## config.mk

```make
export PLATFORM = sky130hd
export DESIGN_NAME = priority_periodic_event_scheduler_unit_flat
export DESIGN_NICKNAME = d
export VERILOG_FILES = /design/src/ppes_pkg.sv /design/src/ppes_if.sv /design/src/priority_periodic_event_scheduler_unit.sv /design/src/ppes_dp.sv /design/src/ppes_ctrl.sv /design/src/flat_wrapper.sv
export SDC_FILE = /design/constraint.sdc
export NUM_CORES = 2
export LEC_CHECK = 0
export BUFFER_PORTS_ARGS = -buffer_cell sky130_fd_sc_hd__buf_2
export CORE_ASPECT_RATIO = 0.7
export CORE_MARGIN = 2
export CORE_UTILIZATION = 25
export CTS_CLUSTER_DIAMETER = 30
export DETAILED_ROUTE_END_ITERATION = 10
export MAX_ROUTING_LAYER = met4
export PLACE_DENSITY = 0.37
export SLEW_MARGIN = 20
export SYNTH_ARGS = -nofsm -noshare
export SYNTH_HDL_FRONTEND = slang
export SYNTH_SLANG_ARGS = --single-unit
```

## constraint.sdc

```tcl
create_clock -name i_clk -period 12.2 [get_ports i_clk]
set_input_delay 2.44 -clock i_clk [delete_from_list [all_inputs] [get_ports i_clk]]
set_output_delay 2.44 -clock i_clk [all_outputs]
set_load 0.01 [all_outputs]
```

## src/ppes_pkg.sv

```systemverilog
// Shared types, codes and widths of the priority periodic event scheduler.
package ppes_pkg;

    localparam int OP_W     = 2;
    localparam int LEVEL_W  = 3;
    localparam int CB_W     = 8;
    localparam int WORD_W   = 32;
    localparam int KIND_W   = 2;
    localparam int STATUS_W = 2;
    localparam int SLOT_W   = 4;

    typedef enum logic [OP_W-1:0] {
        OP_SCHED   = 2'd0,
        OP_SVC_ONE = 2'd1,
        OP_SVC_ALL = 2'd2,
        OP_CLEAR   = 2'd3
    } t_op;

    typedef enum logic [KIND_W-1:0] {
        KIND_REPLY = 2'd0,
        KIND_FIRE  = 2'd1,
        KIND_DONE  = 2'd2
    } t_kind;

    typedef enum logic [STATUS_W-1:0] {
        ST_OK   = 2'd0,
        ST_BAD  = 2'd1,
        ST_FULL = 2'd2
    } t_status;

    // Which response the datapath loads into its output register
    typedef enum logic [2:0] {
        RES_SCHED_OK,
        RES_BAD,
        RES_FULL,
        RES_DONE_OK,
        RES_DONE_BAD,
        RES_CLEAR,
        RES_FIRE
    } t_res;

    typedef enum logic [2:0] {
        S_IDLE,
        S_DECODE,
        S_FIND,
        S_READ,
        S_EVAL,
        S_FINAL
    } t_state;

    // One table entry
    typedef struct packed {
        logic [CB_W-1:0]   callback;
        logic [WORD_W-1:0] arg;
        logic [WORD_W-1:0] period;
        logic [WORD_W-1:0] runs_left;
        logic [WORD_W-1:0] due;
    } t_entry;

    // Latched request
    typedef struct packed {
        logic [OP_W-1:0]    op;
        logic [LEVEL_W-1:0] level;
        logic [CB_W-1:0]    callback_id;
        logic [WORD_W-1:0]  callback_arg;
        logic [WORD_W-1:0]  period;
        logic [WORD_W-1:0]  run_count;
        logic [WORD_W-1:0]  now;
    } t_req;

    // Response payload
    typedef struct packed {
        logic [KIND_W-1:0]   kind;
        logic [STATUS_W-1:0] status;
        logic [LEVEL_W-1:0]  out_level;
        logic [SLOT_W-1:0]   slot;
        logic [CB_W-1:0]     fired_callback;
        logic [WORD_W-1:0]   fired_arg;
        logic                final_run;
        logic                last;
    } t_rsp;

    // Controller to datapath
    typedef struct packed {
        logic load;      // latch the incoming request
        logic init;      // set the slot counters to the start of the sweep
        logic init_all;  // start at level 0 instead of the requested level
        logic step;      // advance to the next slot
        logic push;      // load a response into the output register
        t_res res;
    } t_cmd;

    // Datapath to controller
    typedef struct packed {
        t_op  op;
        logic sched_bad;
        logic lvl_bad;
        logic enabled;
        logic no_slots;
        logic cur_active;
        logic fire;
        logic j_last;
        logic lvl_last;
        logic out_free;
    } t_sts;

endpackage

```

## src/ppes_if.sv

```systemverilog
// Request and response channel interfaces of the event scheduler.
interface ppes_req_if;
    logic                              valid;
    logic                              ready;
    logic [ppes_pkg::OP_W-1:0]         op;
    logic [ppes_pkg::LEVEL_W-1:0]      level;
    logic [ppes_pkg::CB_W-1:0]         callback_id;
    logic [ppes_pkg::WORD_W-1:0]       callback_arg;
    logic [ppes_pkg::WORD_W-1:0]       period;
    logic [ppes_pkg::WORD_W-1:0]       run_count;
    logic [ppes_pkg::WORD_W-1:0]       now;

    modport source (
        output valid, op, level, callback_id, callback_arg, period, run_count, now,
        input  ready
    );
    modport sink (
        input  valid, op, level, callback_id, callback_arg, period, run_count, now,
        output ready
    );
endinterface

interface ppes_rsp_if;
    logic                              valid;
    logic                              ready;
    logic [ppes_pkg::KIND_W-1:0]       kind;
    logic [ppes_pkg::STATUS_W-1:0]     status;
    logic [ppes_pkg::LEVEL_W-1:0]      out_level;
    logic [ppes_pkg::SLOT_W-1:0]       slot;
    logic [ppes_pkg::CB_W-1:0]         fired_callback;
    logic [ppes_pkg::WORD_W-1:0]       fired_arg;
    logic                              final_run;
    logic                              last;

    modport source (
        output valid, kind, status, out_level, slot, fired_callback, fired_arg,
               final_run, last,
        input  ready
    );
    modport sink (
        input  valid, kind, status, out_level, slot, fired_callback, fired_arg,
               final_run, last,
        output ready
    );
endinterface

```

## src/priority_periodic_event_scheduler_unit.sv

```systemverilog
// Top level of the priority periodic event scheduler.
//
// Requests arrive on i_req (valid/ready); op selects schedule, service one
// level, service all levels or clear. Responses leave on o_rsp (valid/ready);
// each request yields one or more responses and the last carries last = 1.
// Schedule and clear give a single reply; a service sweep gives one fired
// response per due event, then a done response.
// Timing: a request is taken in the idle state and decoded in the next cycle. Clear
// and schedules with bad parameters go from decode straight to the final reply. Any
// other schedule searches the level one slot per cycle. A sweep reads the slot
// table through its single registered port, with a read state and then an
// evaluate state for each slot, over one level or over all levels.
// One request is in work at a time; the next is taken once the final
// response is in the output register, even while that response waits.
// Reset empties the table, disables the block and drops any pending
// response; no clearing pass is needed. A stalled receiver holds the output
// register and the sweep waits at the next firing until it drains.
module priority_periodic_event_scheduler_unit #(
    parameter int LEVELS      = 4,
    parameter int TOTAL_SLOTS = 16
) (
    input  logic       i_clk,
    input  logic       i_rst_n,
    ppes_req_if.sink   i_req,
    ppes_rsp_if.source o_rsp
);

    ppes_pkg::t_req  req;
    ppes_pkg::t_cmd  cmd;
    ppes_pkg::t_sts  sts;
    ppes_pkg::t_rsp  rsp;
    logic            req_ready;
    logic            rsp_valid;

    // Gather the request payload
    always_comb begin
        req.op           = i_req.op;
        req.level        = i_req.level;
        req.callback_id  = i_req.callback_id;
        req.callback_arg = i_req.callback_arg;
        req.period       = i_req.period;
        req.run_count    = i_req.run_count;
        req.now          = i_req.now;
    end

    ppes_ctrl u_ctrl (
        .i_clk       (i_clk),
        .i_rst_n     (i_rst_n),
        .i_req_valid (i_req.valid),
        .i_sts       (sts),
        .o_req_ready (req_ready),
        .o_cmd       (cmd)
    );

    ppes_dp #(
        .LEVELS      (LEVELS),
        .TOTAL_SLOTS (TOTAL_SLOTS)
    ) u_dp (
        .i_clk       (i_clk),
        .i_rst_n     (i_rst_n),
        .i_req       (req),
        .i_cmd       (cmd),
        .i_out_ready (o_rsp.ready),
        .o_sts       (sts),
        .o_out_valid (rsp_valid),
        .o_out       (rsp)
    );

    // Channel outputs
    assign i_req.ready          = req_ready;
    assign o_rsp.valid          = rsp_valid;
    assign o_rsp.kind           = rsp.kind;
    assign o_rsp.status         = rsp.status;
    assign o_rsp.out_level      = rsp.out_level;
    assign o_rsp.slot           = rsp.slot;
    assign o_rsp.fired_callback = rsp.fired_callback;
    assign o_rsp.fired_arg      = rsp.fired_arg;
    assign o_rsp.final_run      = rsp.final_run;
    assign o_rsp.last           = rsp.last;

endmodule

```

## src/ppes_dp.sv

```systemverilog
// Scheduler datapath: request register, slot table, counters and output register.
module ppes_dp #(
    parameter int LEVELS      = 4,
    parameter int TOTAL_SLOTS = 16
) (
    input  logic                          i_clk,
    input  logic                          i_rst_n,
    input  ppes_pkg::t_req                i_req,
    input  ppes_pkg::t_cmd                i_cmd,
    input  logic                          i_out_ready,
    output ppes_pkg::t_sts                o_sts,
    output logic                          o_out_valid,
    output ppes_pkg::t_rsp                o_out
);

    localparam int PER_LEVEL = TOTAL_SLOTS / LEVELS;
    localparam int ADDR_W    = (TOTAL_SLOTS > 1) ? $clog2(TOTAL_SLOTS) : 1;
    localparam int J_W       = (PER_LEVEL > 1) ? $clog2(PER_LEVEL) : 1;

    ppes_pkg::t_req                r_req;
    ppes_pkg::t_entry              r_mem [TOTAL_SLOTS];
    ppes_pkg::t_entry              r_q;
    ppes_pkg::t_entry              wdata;
    logic                          we;
    logic [TOTAL_SLOTS-1:0]        r_active;
    logic                          r_enabled;
    logic [ADDR_W-1:0]             r_addr;
    logic [J_W-1:0]                r_j;
    logic [ppes_pkg::LEVEL_W-1:0]  r_lvl;
    logic                          r_out_valid;
    ppes_pkg::t_rsp                r_out;
    ppes_pkg::t_rsp                n_out;
    logic                          out_free;
    logic                          cur_active;
    logic                          lvl_bad;
    logic [J_W+ppes_pkg::SLOT_W-1:0] j_ext;
    logic [ppes_pkg::WORD_W-1:0]   runs_next;

    // Request register
    always_ff @(posedge i_clk) begin
        if (i_cmd.load) begin
            r_req <= i_req;
        end
    end

    // Slot counters
    always_ff @(posedge i_clk) begin
        if (i_cmd.init) begin
            r_j <= '0;
            if (i_cmd.init_all) begin
                r_lvl  <= '0;
                r_addr <= '0;
            end else begin
                r_lvl  <= r_req.level;
                r_addr <= ADDR_W'(int'(r_req.level) * PER_LEVEL);
            end
        end else if (i_cmd.step) begin
            r_addr <= ADDR_W'(r_addr + 1'b1);
            if (r_j == J_W'(PER_LEVEL - 1)) begin
                r_j   <= '0;
                r_lvl <= ppes_pkg::LEVEL_W'(r_lvl + 1'b1);
            end else begin
                r_j <= J_W'(r_j + 1'b1);
            end
        end
    end

    assign out_free   = !r_out_valid || i_out_ready;
    assign cur_active = r_active[r_addr];
    assign lvl_bad    = {1'b0, r_req.level} >= (ppes_pkg::LEVEL_W + 1)'(LEVELS);
    assign j_ext      = {{ppes_pkg::SLOT_W{1'b0}}, r_j};
    assign runs_next  = (r_q.runs_left > 32'd1) ? r_q.runs_left - 32'd1 : r_q.runs_left;

    // Table write: new entry on schedule, updated count and due time on a firing
    always_comb begin
        we    = i_cmd.push && (i_cmd.res == ppes_pkg::RES_SCHED_OK
                            || i_cmd.res == ppes_pkg::RES_FIRE);
        wdata = r_q;
        if (i_cmd.res == ppes_pkg::RES_SCHED_OK) begin
            wdata.callback  = r_req.callback_id;
            wdata.arg       = r_req.callback_arg;
            wdata.period    = r_req.period;
            wdata.runs_left = r_req.run_count;
            wdata.due       = r_req.now + r_req.period;
        end else begin
            wdata.runs_left = runs_next;
            wdata.due       = r_q.due + r_q.period;
        end
    end

    // Slot table memory with registered read
    always_ff @(posedge i_clk) begin
        if (we) begin
            r_mem[r_addr] <= wdata;
        end
        r_q <= r_mem[r_addr];
    end

    // Active bits and enable flag
    always_ff @(posedge i_clk) begin
        if (!i_rst_n) begin
            r_active  <= '0;
            r_enabled <= 1'b0;
        end else if (i_cmd.push) begin
            case (i_cmd.res)
                ppes_pkg::RES_SCHED_OK: begin
                    r_active[r_addr] <= 1'b1;
                    r_enabled        <= 1'b1;
                end
                ppes_pkg::RES_FIRE: begin
                    if (r_q.runs_left == 32'd1) begin
                        r_active[r_addr] <= 1'b0;
                    end
                end
                ppes_pkg::RES_CLEAR: begin
                    r_active  <= '0;
                    r_enabled <= 1'b0;
                end
                default: ;
            endcase
        end
    end

    // Response payload
    always_comb begin
        n_out      = '0;
        n_out.last = 1'b1;
        case (i_cmd.res)
            ppes_pkg::RES_SCHED_OK: begin
                n_out.kind      = ppes_pkg::KIND_REPLY;
                n_out.status    = ppes_pkg::ST_OK;
                n_out.out_level = r_lvl;
                n_out.slot      = j_ext[ppes_pkg::SLOT_W-1:0];
            end
            ppes_pkg::RES_BAD: begin
                n_out.kind   = ppes_pkg::KIND_REPLY;
                n_out.status = ppes_pkg::ST_BAD;
            end
            ppes_pkg::RES_FULL: begin
                n_out.kind   = ppes_pkg::KIND_REPLY;
                n_out.status = ppes_pkg::ST_FULL;
            end
            ppes_pkg::RES_DONE_OK: begin
                n_out.kind   = ppes_pkg::KIND_DONE;
                n_out.status = ppes_pkg::ST_OK;
            end
            ppes_pkg::RES_DONE_BAD: begin
                n_out.kind   = ppes_pkg::KIND_DONE;
                n_out.status = ppes_pkg::ST_BAD;
            end
            ppes_pkg::RES_CLEAR: begin
                n_out.kind = ppes_pkg::KIND_REPLY;
            end
            ppes_pkg::RES_FIRE: begin
                n_out.kind           = ppes_pkg::KIND_FIRE;
                n_out.status         = ppes_pkg::ST_OK;
                n_out.out_level      = r_lvl;
                n_out.slot           = j_ext[ppes_pkg::SLOT_W-1:0];
                n_out.fired_callback = r_q.callback;
                n_out.fired_arg      = r_q.arg;
                n_out.final_run      = (r_q.runs_left == 32'd1);
                n_out.last           = 1'b0;
            end
            default: ;
        endcase
    end

    // Output register
    always_ff @(posedge i_clk) begin
        if (!i_rst_n) begin
            r_out_valid <= 1'b0;
        end else if (i_cmd.push) begin
            r_out_valid <= 1'b1;
        end else if (i_out_ready) begin
            r_out_valid <= 1'b0;
        end
    end

    always_ff @(posedge i_clk) begin
        if (i_cmd.push) begin
            r_out <= n_out;
        end
    end

    assign o_out_valid = r_out_valid;
    assign o_out       = r_out;

    // Status to the controller
    always_comb begin
        o_sts            = '0;
        o_sts.op         = ppes_pkg::t_op'(r_req.op);
        o_sts.lvl_bad    = lvl_bad;
        o_sts.sched_bad  = lvl_bad || (r_req.callback_id == '0) || (r_req.period == '0);
        o_sts.enabled    = r_enabled;
        o_sts.no_slots   = (PER_LEVEL == 0);
        o_sts.cur_active = cur_active;
        o_sts.fire       = cur_active && (r_q.due <= r_req.now);
        o_sts.j_last     = (r_j == J_W'(PER_LEVEL - 1));
        o_sts.lvl_last   = (r_lvl == ppes_pkg::LEVEL_W'(LEVELS - 1));
        o_sts.out_free   = out_free;
    end

`ifndef SYNTHESIS
    // A response is only loaded when the output register can take it
    a_push_free: assert property (@(posedge i_clk) disable iff (!i_rst_n)
        i_cmd.push |-> out_free)
        else $error("response loaded over an unread response");

    // A firing always comes from an active slot
    a_fire_active: assert property (@(posedge i_clk) disable iff (!i_rst_n)
        (i_cmd.push && i_cmd.res == ppes_pkg::RES_FIRE) |-> cur_active)
        else $error("inactive slot fired");

    // Clear empties the table and disables the block
    a_clear_empty: assert property (@(posedge i_clk) disable iff (!i_rst_n)
        (i_cmd.push && i_cmd.res == ppes_pkg::RES_CLEAR) |=> (r_active == '0 && !r_enabled))
        else $error("table not empty after clear");

    // A slot is only assigned when it is free
    a_sched_free: assert property (@(posedge i_clk) disable iff (!i_rst_n)
        (i_cmd.push && i_cmd.res == ppes_pkg::RES_SCHED_OK) |-> !cur_active)
        else $error("busy slot assigned");

    // Any active slot implies the block is enabled
    a_enabled: assert property (@(posedge i_clk) disable iff (!i_rst_n)
        (r_active != '0) |-> r_enabled)
        else $error("active slot while disabled");
`endif

endmodule

```

## src/ppes_ctrl.sv

```systemverilog
// Scheduler controller: sequences decode, free-slot search and service sweeps.
module ppes_ctrl (
    input  logic            i_clk,
    input  logic            i_rst_n,
    input  logic            i_req_valid,
    input  ppes_pkg::t_sts  i_sts,
    output logic            o_req_ready,
    output ppes_pkg::t_cmd  o_cmd
);

    ppes_pkg::t_state r_state;
    ppes_pkg::t_state n_state;
    ppes_pkg::t_res   r_res;
    ppes_pkg::t_res   n_res;
    logic             sweep_end;

    // State register
    always_ff @(posedge i_clk) begin
        if (!i_rst_n) begin
            r_state <= ppes_pkg::S_IDLE;
            r_res   <= ppes_pkg::RES_DONE_OK;
        end else begin
            r_state <= n_state;
            r_res   <= n_res;
        end
    end

    // Last slot of the sweep: end of the level, or of the last level for all
    assign sweep_end = i_sts.j_last && (i_sts.op != ppes_pkg::OP_SVC_ALL || i_sts.lvl_last);

    // Next state and commands
    always_comb begin
        n_state     = r_state;
        n_res       = r_res;
        o_req_ready = 1'b0;
        o_cmd       = '0;
        o_cmd.res   = r_res;
        unique case (r_state)
            ppes_pkg::S_IDLE: begin
                o_req_ready = 1'b1;
                if (i_req_valid) begin
                    o_cmd.load = 1'b1;
                    n_state    = ppes_pkg::S_DECODE;
                end
            end
            ppes_pkg::S_DECODE: begin
                n_state = ppes_pkg::S_FINAL;
                unique case (i_sts.op)
                    ppes_pkg::OP_SCHED: begin
                        if (i_sts.sched_bad) begin
                            n_res = ppes_pkg::RES_BAD;
                        end else if (i_sts.no_slots) begin
                            n_res = ppes_pkg::RES_FULL;
                        end else begin
                            o_cmd.init = 1'b1;
                            n_state    = ppes_pkg::S_FIND;
                        end
                    end
                    ppes_pkg::OP_SVC_ONE: begin
                        if (i_sts.lvl_bad) begin
                            n_res = ppes_pkg::RES_DONE_BAD;
                        end else if (!i_sts.enabled || i_sts.no_slots) begin
                            n_res = ppes_pkg::RES_DONE_OK;
                        end else begin
                            o_cmd.init = 1'b1;
                            n_state    = ppes_pkg::S_READ;
                        end
                    end
                    ppes_pkg::OP_SVC_ALL: begin
                        if (!i_sts.enabled || i_sts.no_slots) begin
                            n_res = ppes_pkg::RES_DONE_OK;
                        end else begin
                            o_cmd.init     = 1'b1;
                            o_cmd.init_all = 1'b1;
                            n_state        = ppes_pkg::S_READ;
                        end
                    end
                    ppes_pkg::OP_CLEAR: begin
                        n_res = ppes_pkg::RES_CLEAR;
                    end
                    default: ;
                endcase
            end
            // Search the level for its first free slot
            ppes_pkg::S_FIND: begin
                if (!i_sts.cur_active) begin
                    n_res   = ppes_pkg::RES_SCHED_OK;
                    n_state = ppes_pkg::S_FINAL;
                end else if (i_sts.j_last) begin
                    n_res   = ppes_pkg::RES_FULL;
                    n_state = ppes_pkg::S_FINAL;
                end else begin
                    o_cmd.step = 1'b1;
                end
            end
            // Table read in flight
            ppes_pkg::S_READ: begin
                n_state = ppes_pkg::S_EVAL;
            end
            // Fire the slot if due, then move on
            ppes_pkg::S_EVAL: begin
                if (!i_sts.fire || i_sts.out_free) begin
                    if (i_sts.fire) begin
                        o_cmd.push = 1'b1;
                        o_cmd.res  = ppes_pkg::RES_FIRE;
                    end
                    if (sweep_end) begin
                        n_res   = ppes_pkg::RES_DONE_OK;
                        n_state = ppes_pkg::S_FINAL;
                    end else begin
                        o_cmd.step = 1'b1;
                        n_state    = ppes_pkg::S_READ;
                    end
                end
            end
            // Final response of the request
            ppes_pkg::S_FINAL: begin
                if (i_sts.out_free) begin
                    o_cmd.push = 1'b1;
                    n_state    = ppes_pkg::S_IDLE;
                end
            end
            default: begin
                n_state = ppes_pkg::S_IDLE;
            end
        endcase
    end

endmodule

```

## src/flat_wrapper.sv

```systemverilog
// flat-port wrapper written by rule: the top's interface ports become plain ports
module priority_periodic_event_scheduler_unit_flat 
#(
    parameter int LEVELS      = 4,
    parameter int TOTAL_SLOTS = 16
)
  (i_clk, i_rst_n, i_req_valid, i_req_op, i_req_level, i_req_callback_id, i_req_callback_arg, i_req_period, i_req_run_count, i_req_now, i_req_ready, o_rsp_valid, o_rsp_kind, o_rsp_status, o_rsp_out_level, o_rsp_slot, o_rsp_fired_callback, o_rsp_fired_arg, o_rsp_final_run, o_rsp_last, o_rsp_ready);
  ppes_req_if i_req_i ();
  ppes_rsp_if o_rsp_i ();
  input  logic i_clk;
  input  logic i_rst_n;
  input wire logic [$bits(i_req_i.valid)-1:0] i_req_valid;
  input wire logic [$bits(i_req_i.op)-1:0] i_req_op;
  input wire logic [$bits(i_req_i.level)-1:0] i_req_level;
  input wire logic [$bits(i_req_i.callback_id)-1:0] i_req_callback_id;
  input wire logic [$bits(i_req_i.callback_arg)-1:0] i_req_callback_arg;
  input wire logic [$bits(i_req_i.period)-1:0] i_req_period;
  input wire logic [$bits(i_req_i.run_count)-1:0] i_req_run_count;
  input wire logic [$bits(i_req_i.now)-1:0] i_req_now;
  output wire logic [$bits(i_req_i.ready)-1:0] i_req_ready;
  output wire logic [$bits(o_rsp_i.valid)-1:0] o_rsp_valid;
  output wire logic [$bits(o_rsp_i.kind)-1:0] o_rsp_kind;
  output wire logic [$bits(o_rsp_i.status)-1:0] o_rsp_status;
  output wire logic [$bits(o_rsp_i.out_level)-1:0] o_rsp_out_level;
  output wire logic [$bits(o_rsp_i.slot)-1:0] o_rsp_slot;
  output wire logic [$bits(o_rsp_i.fired_callback)-1:0] o_rsp_fired_callback;
  output wire logic [$bits(o_rsp_i.fired_arg)-1:0] o_rsp_fired_arg;
  output wire logic [$bits(o_rsp_i.final_run)-1:0] o_rsp_final_run;
  output wire logic [$bits(o_rsp_i.last)-1:0] o_rsp_last;
  input wire logic [$bits(o_rsp_i.ready)-1:0] o_rsp_ready;
  assign i_req_i.valid = i_req_valid;
  assign i_req_i.op = i_req_op;
  assign i_req_i.level = i_req_level;
  assign i_req_i.callback_id = i_req_callback_id;
  assign i_req_i.callback_arg = i_req_callback_arg;
  assign i_req_i.period = i_req_period;
  assign i_req_i.run_count = i_req_run_count;
  assign i_req_i.now = i_req_now;
  assign i_req_ready = i_req_i.ready;
  assign o_rsp_valid = o_rsp_i.valid;
  assign o_rsp_kind = o_rsp_i.kind;
  assign o_rsp_status = o_rsp_i.status;
  assign o_rsp_out_level = o_rsp_i.out_level;
  assign o_rsp_slot = o_rsp_i.slot;
  assign o_rsp_fired_callback = o_rsp_i.fired_callback;
  assign o_rsp_fired_arg = o_rsp_i.fired_arg;
  assign o_rsp_final_run = o_rsp_i.final_run;
  assign o_rsp_last = o_rsp_i.last;
  assign o_rsp_i.ready = o_rsp_ready;
  priority_periodic_event_scheduler_unit #(.LEVELS(LEVELS), .TOTAL_SLOTS(TOTAL_SLOTS)) u_core (.i_clk(i_clk), .i_rst_n(i_rst_n), .i_req(i_req_i), .o_rsp(o_rsp_i));
endmodule
```

==> summary.txt <==
Logic synthesis
  • Syn Std Cell Area: 0.0984 mm2
  • Ys async rst share: 0%
  • Post-synth EDFFs: 2375
  • FF+latch count, synth: 2537
  • Synth Area per Inst: 21.8 um2
  • Sequential cell area fraction in the yosys report: 75.8%
  • Top_reg_cell synth: edfxtp_1
  • YS warnings: 0
  • Cell variety after synth: 71
  • Post-synthesis instance total: 4521

Timing
  • Final hold violations: 0
  • Least-Margin Pin Slew: 1190 ps
  • Max Fclk: 0.151 GHz
  • Tmin final: 6640 ps
  • Fin crit share: 54.4%
  • Unrepaired setup endpoints after global routing: false
  • Slew headroom: 20.6%
  • Setup_tns: 0 ps
  • Fin. max-slew vios: 0
  • Final clock skew: 109 ps
  • Setup-failing EPs final: 0

Power
  • Pwr Density: 208 mW/mm2
  • Maximum vdd drop: 0.126 mV
  • Leak Pwr: 40.0 nW
  • Overall power: 25.7 mW

Final layout
  • Sequential standard cell area: 0.0746 mm2
  • Non-Filler Instances: 10800
  • Area of the multi-input gates: 0.0229 mm2
  • Most frequent cells in the layout: edfxtp_1, mux4_2, clkbuf_16
  • Most common cell after layout, fill and taps aside: edfxtp_1
  • Nets: 5396
  • Fill cell count: 37400
  • Layout cell share with drive strength beyond 1: 34.9%
  • Layout area overhead: 25.6%

CTS
  • Clk_lat worst skew: 970 ps
  • Hold buffers post-CTS: 0
  • CTS Buf Count: 482
  • CTS clk-pin slew, worst paths: 50 ps
  • CTS tree: yes
  • Setup bufs post-CTS: 0
  • Post-CTS Resized: 0
  • CTS Root Cell: clkbuf_16
  • Clock sinks: 2537
  • Clk buf depth: 4
  • H-tree depth: 5

Placement
  • IO buf count: 197
  • DP Wirelength: 160000 um
  • Gpl congestion: 0.748
  • DP Cell Count: 9893

Critical path
  • Crit Path Class: reg2reg
  • Max stage delay on crit path: 860 ps
  • Startpoint Class: flop
  • CP Capture Type: flop
  • Crit-path cells: buf_4 -> buf_12 -> mux4_2 -> mux4_2 -> and4_1 -> or4_4 -> nand2_1 -> nand2_1 -> buf_4 -> nor2_4 -> buf_12 -> buf_4
  • Worst path required time: 12730 ps
  • Worst path bufs/invs: 5
  • Delay-heaviest family, CP: buffers and inverters
  • Crit Path Max Fanout: 92
  • Cell mode on critical path: buf_4
  • CP max stage cell: buf_4
  • R2R Setup Slk: 5560 ps
  • Data arrival time of the worst path: 7170 ps

Outcome
  • Status: completed

Min path
  • Min-delay worst type: reg2reg

Floorplan
  • Die area: 0.399 mm2
  • Die Ht: 529 um
  • Cell Rows: 192
  • IO Pins: 200
  • Chip Width: 754 um
  • Core ar.: 0.391 mm2
  • Starting density of the core: 25.1%

Routing
  • Initial drt markers: 4108
  • Post-DR wirelength/cell: 26.5 um
  • Via/cell ratio: 4.47
  • Final wirelength: 286000 um
  • Routed vias: 48300
  • Final ANT Viol Nets: 0
  • DR DRC count: 0
  • DRT Pass-1 Iters: 7

Global routing
  • Pin count of the biggest net entering global routing: 128
  • Vias in the first global route: 51300
  • Number of antenna violations at the first check in global routing: 24
  • Global-route wire length before repair: 405000 um
  • Gr usage total: 14.5%
  • GR Overflow Total: 0

Flow run
  • MaxCap Viol Count: 0
routing by layer:
| metal | global-route usage [%] | vias to the layer above | share of wire (%) |
|---|---|---|---|
| met4 | 3.33 | 0 | 2.1 |
| met3 | 2.33 | 495 | 4.3 |
| met2 | 21.3 | 1191 | 44 |
| met5 | - | - | 0 |
| li1 | - | 20400 | - |
| met1 | 21.2 | 26200 | 49 |
cell families after synthesis:
kind of cell	after synthesis	share of synthesized area, %
buffers and inverters	279	1.13
other	1	0.00381
adder cells (fa/ha/maj)	110	1.41
AND/OR/NAND/NOR	406	2.07
flip-flops	2537	75.8
multiplexers	766	16.7
XOR/XNOR	83	0.739
AO/OA/AOI/OAI	339	2.13
tightest hold or removal path, cell delays in order, from the launching register on:
cell,delay [ps]
dfxtp_1,300
inv_1,50
o22ai_1,50
state kept, by name, summed over array words and instances, names as in the netlist:
register / flops
u_core.u_dp.r_q: 136
u_core.u_ctrl.r_state: 3
u_core.u_dp.r_j: 2
u_core.u_dp.r_mem: 2176
u_core.u_dp.r_req: 139
u_core.u_dp.r_addr: 4
u_core.u_dp.o_out_valid: 1
u_core.u_dp.r_active: 16
u_core.u_dp.r_enabled: 1
u_core.u_dp.o_out: 51
u_core.u_dp.o_sts: 2
u_core.u_ctrl.r_res: 3
u_core.u_dp.r_lvl: 3
cell usage after synthesis (17+ instances only):
cell	n	area (um2)
edfxtp_1	2375	71300
mux4_2	685	15400
dfxtp_1	162	3240
clkbuf_1	125	469
nand2_1	118	443
ha_1	108	1350
o21ai_0	105	526
a21oi_1	86	430
nor2_1	81	304
inv_1	78	293
nor2b_1	60	375
buf_1	54	203
xnor2_1	46	403
mux2_4	37	556
xor2_1	37	324
mux2_2	34	383
a21o_1	29	218
nor4_1	21	131
nand3_1	19	95.1
nand2b_1	18	113
nor3_1	17	85.1
final cells by class:
class	count	share of cell area, %
Clock buffer	576	10.3
Inverter	78	0.237
Tap cell	5238	5.30
Antenna cell	4	0.00810
Sequential cell	2537	60.3
Timing Repair Buffer	336	1.92
Clock inverter	330	3.27
Multi-Input combinational cell	1706	18.6
per-stage QoR:
stage | utilization, % | hold slack [ps] | worst slack [ps] | instance area, um2
2_1_floorplan | - | 426 | 926 | 98400
3_3_place_gp | 27.2 | 447 | 5290 | 107000
3_5_place_dp | 27.3 | 441 | 5310 | 107000
4_1_cts | 31.5 | 448 | 5270 | 123000
5_1_grt | 31.6 | 480 | 5100 | 124000
6_report | 31.6 | 448 | 5560 | 124000
power by group:
| part | leakage (nW) | internal (mW) | switching (mW) |
|---|---|---|---|
| Combinational | 9.26 | 0.637 | 1.22 |
| Clock | 8.08 | 8.95 | 4.64 |
| Sequential | 22.7 | 10.1 | 0.153 |
| Total | 40.0 | 19.7 | 6.02 |
final timing paths:
kind,to,cells after the start,start
max reg2reg,u_core.u_dp.r_mem[13][45],12,u_core.u_dp.r_addr[0]
min,u_core.u_dp.r_active[15],2,u_core.u_dp.r_active[15]
min reg2reg,u_core.u_dp.r_active[15],2,u_core.u_dp.r_active[15]
max,u_core.u_dp.r_mem[13][45],12,u_core.u_dp.r_addr[0]
(Power assumes the default switching activity.)
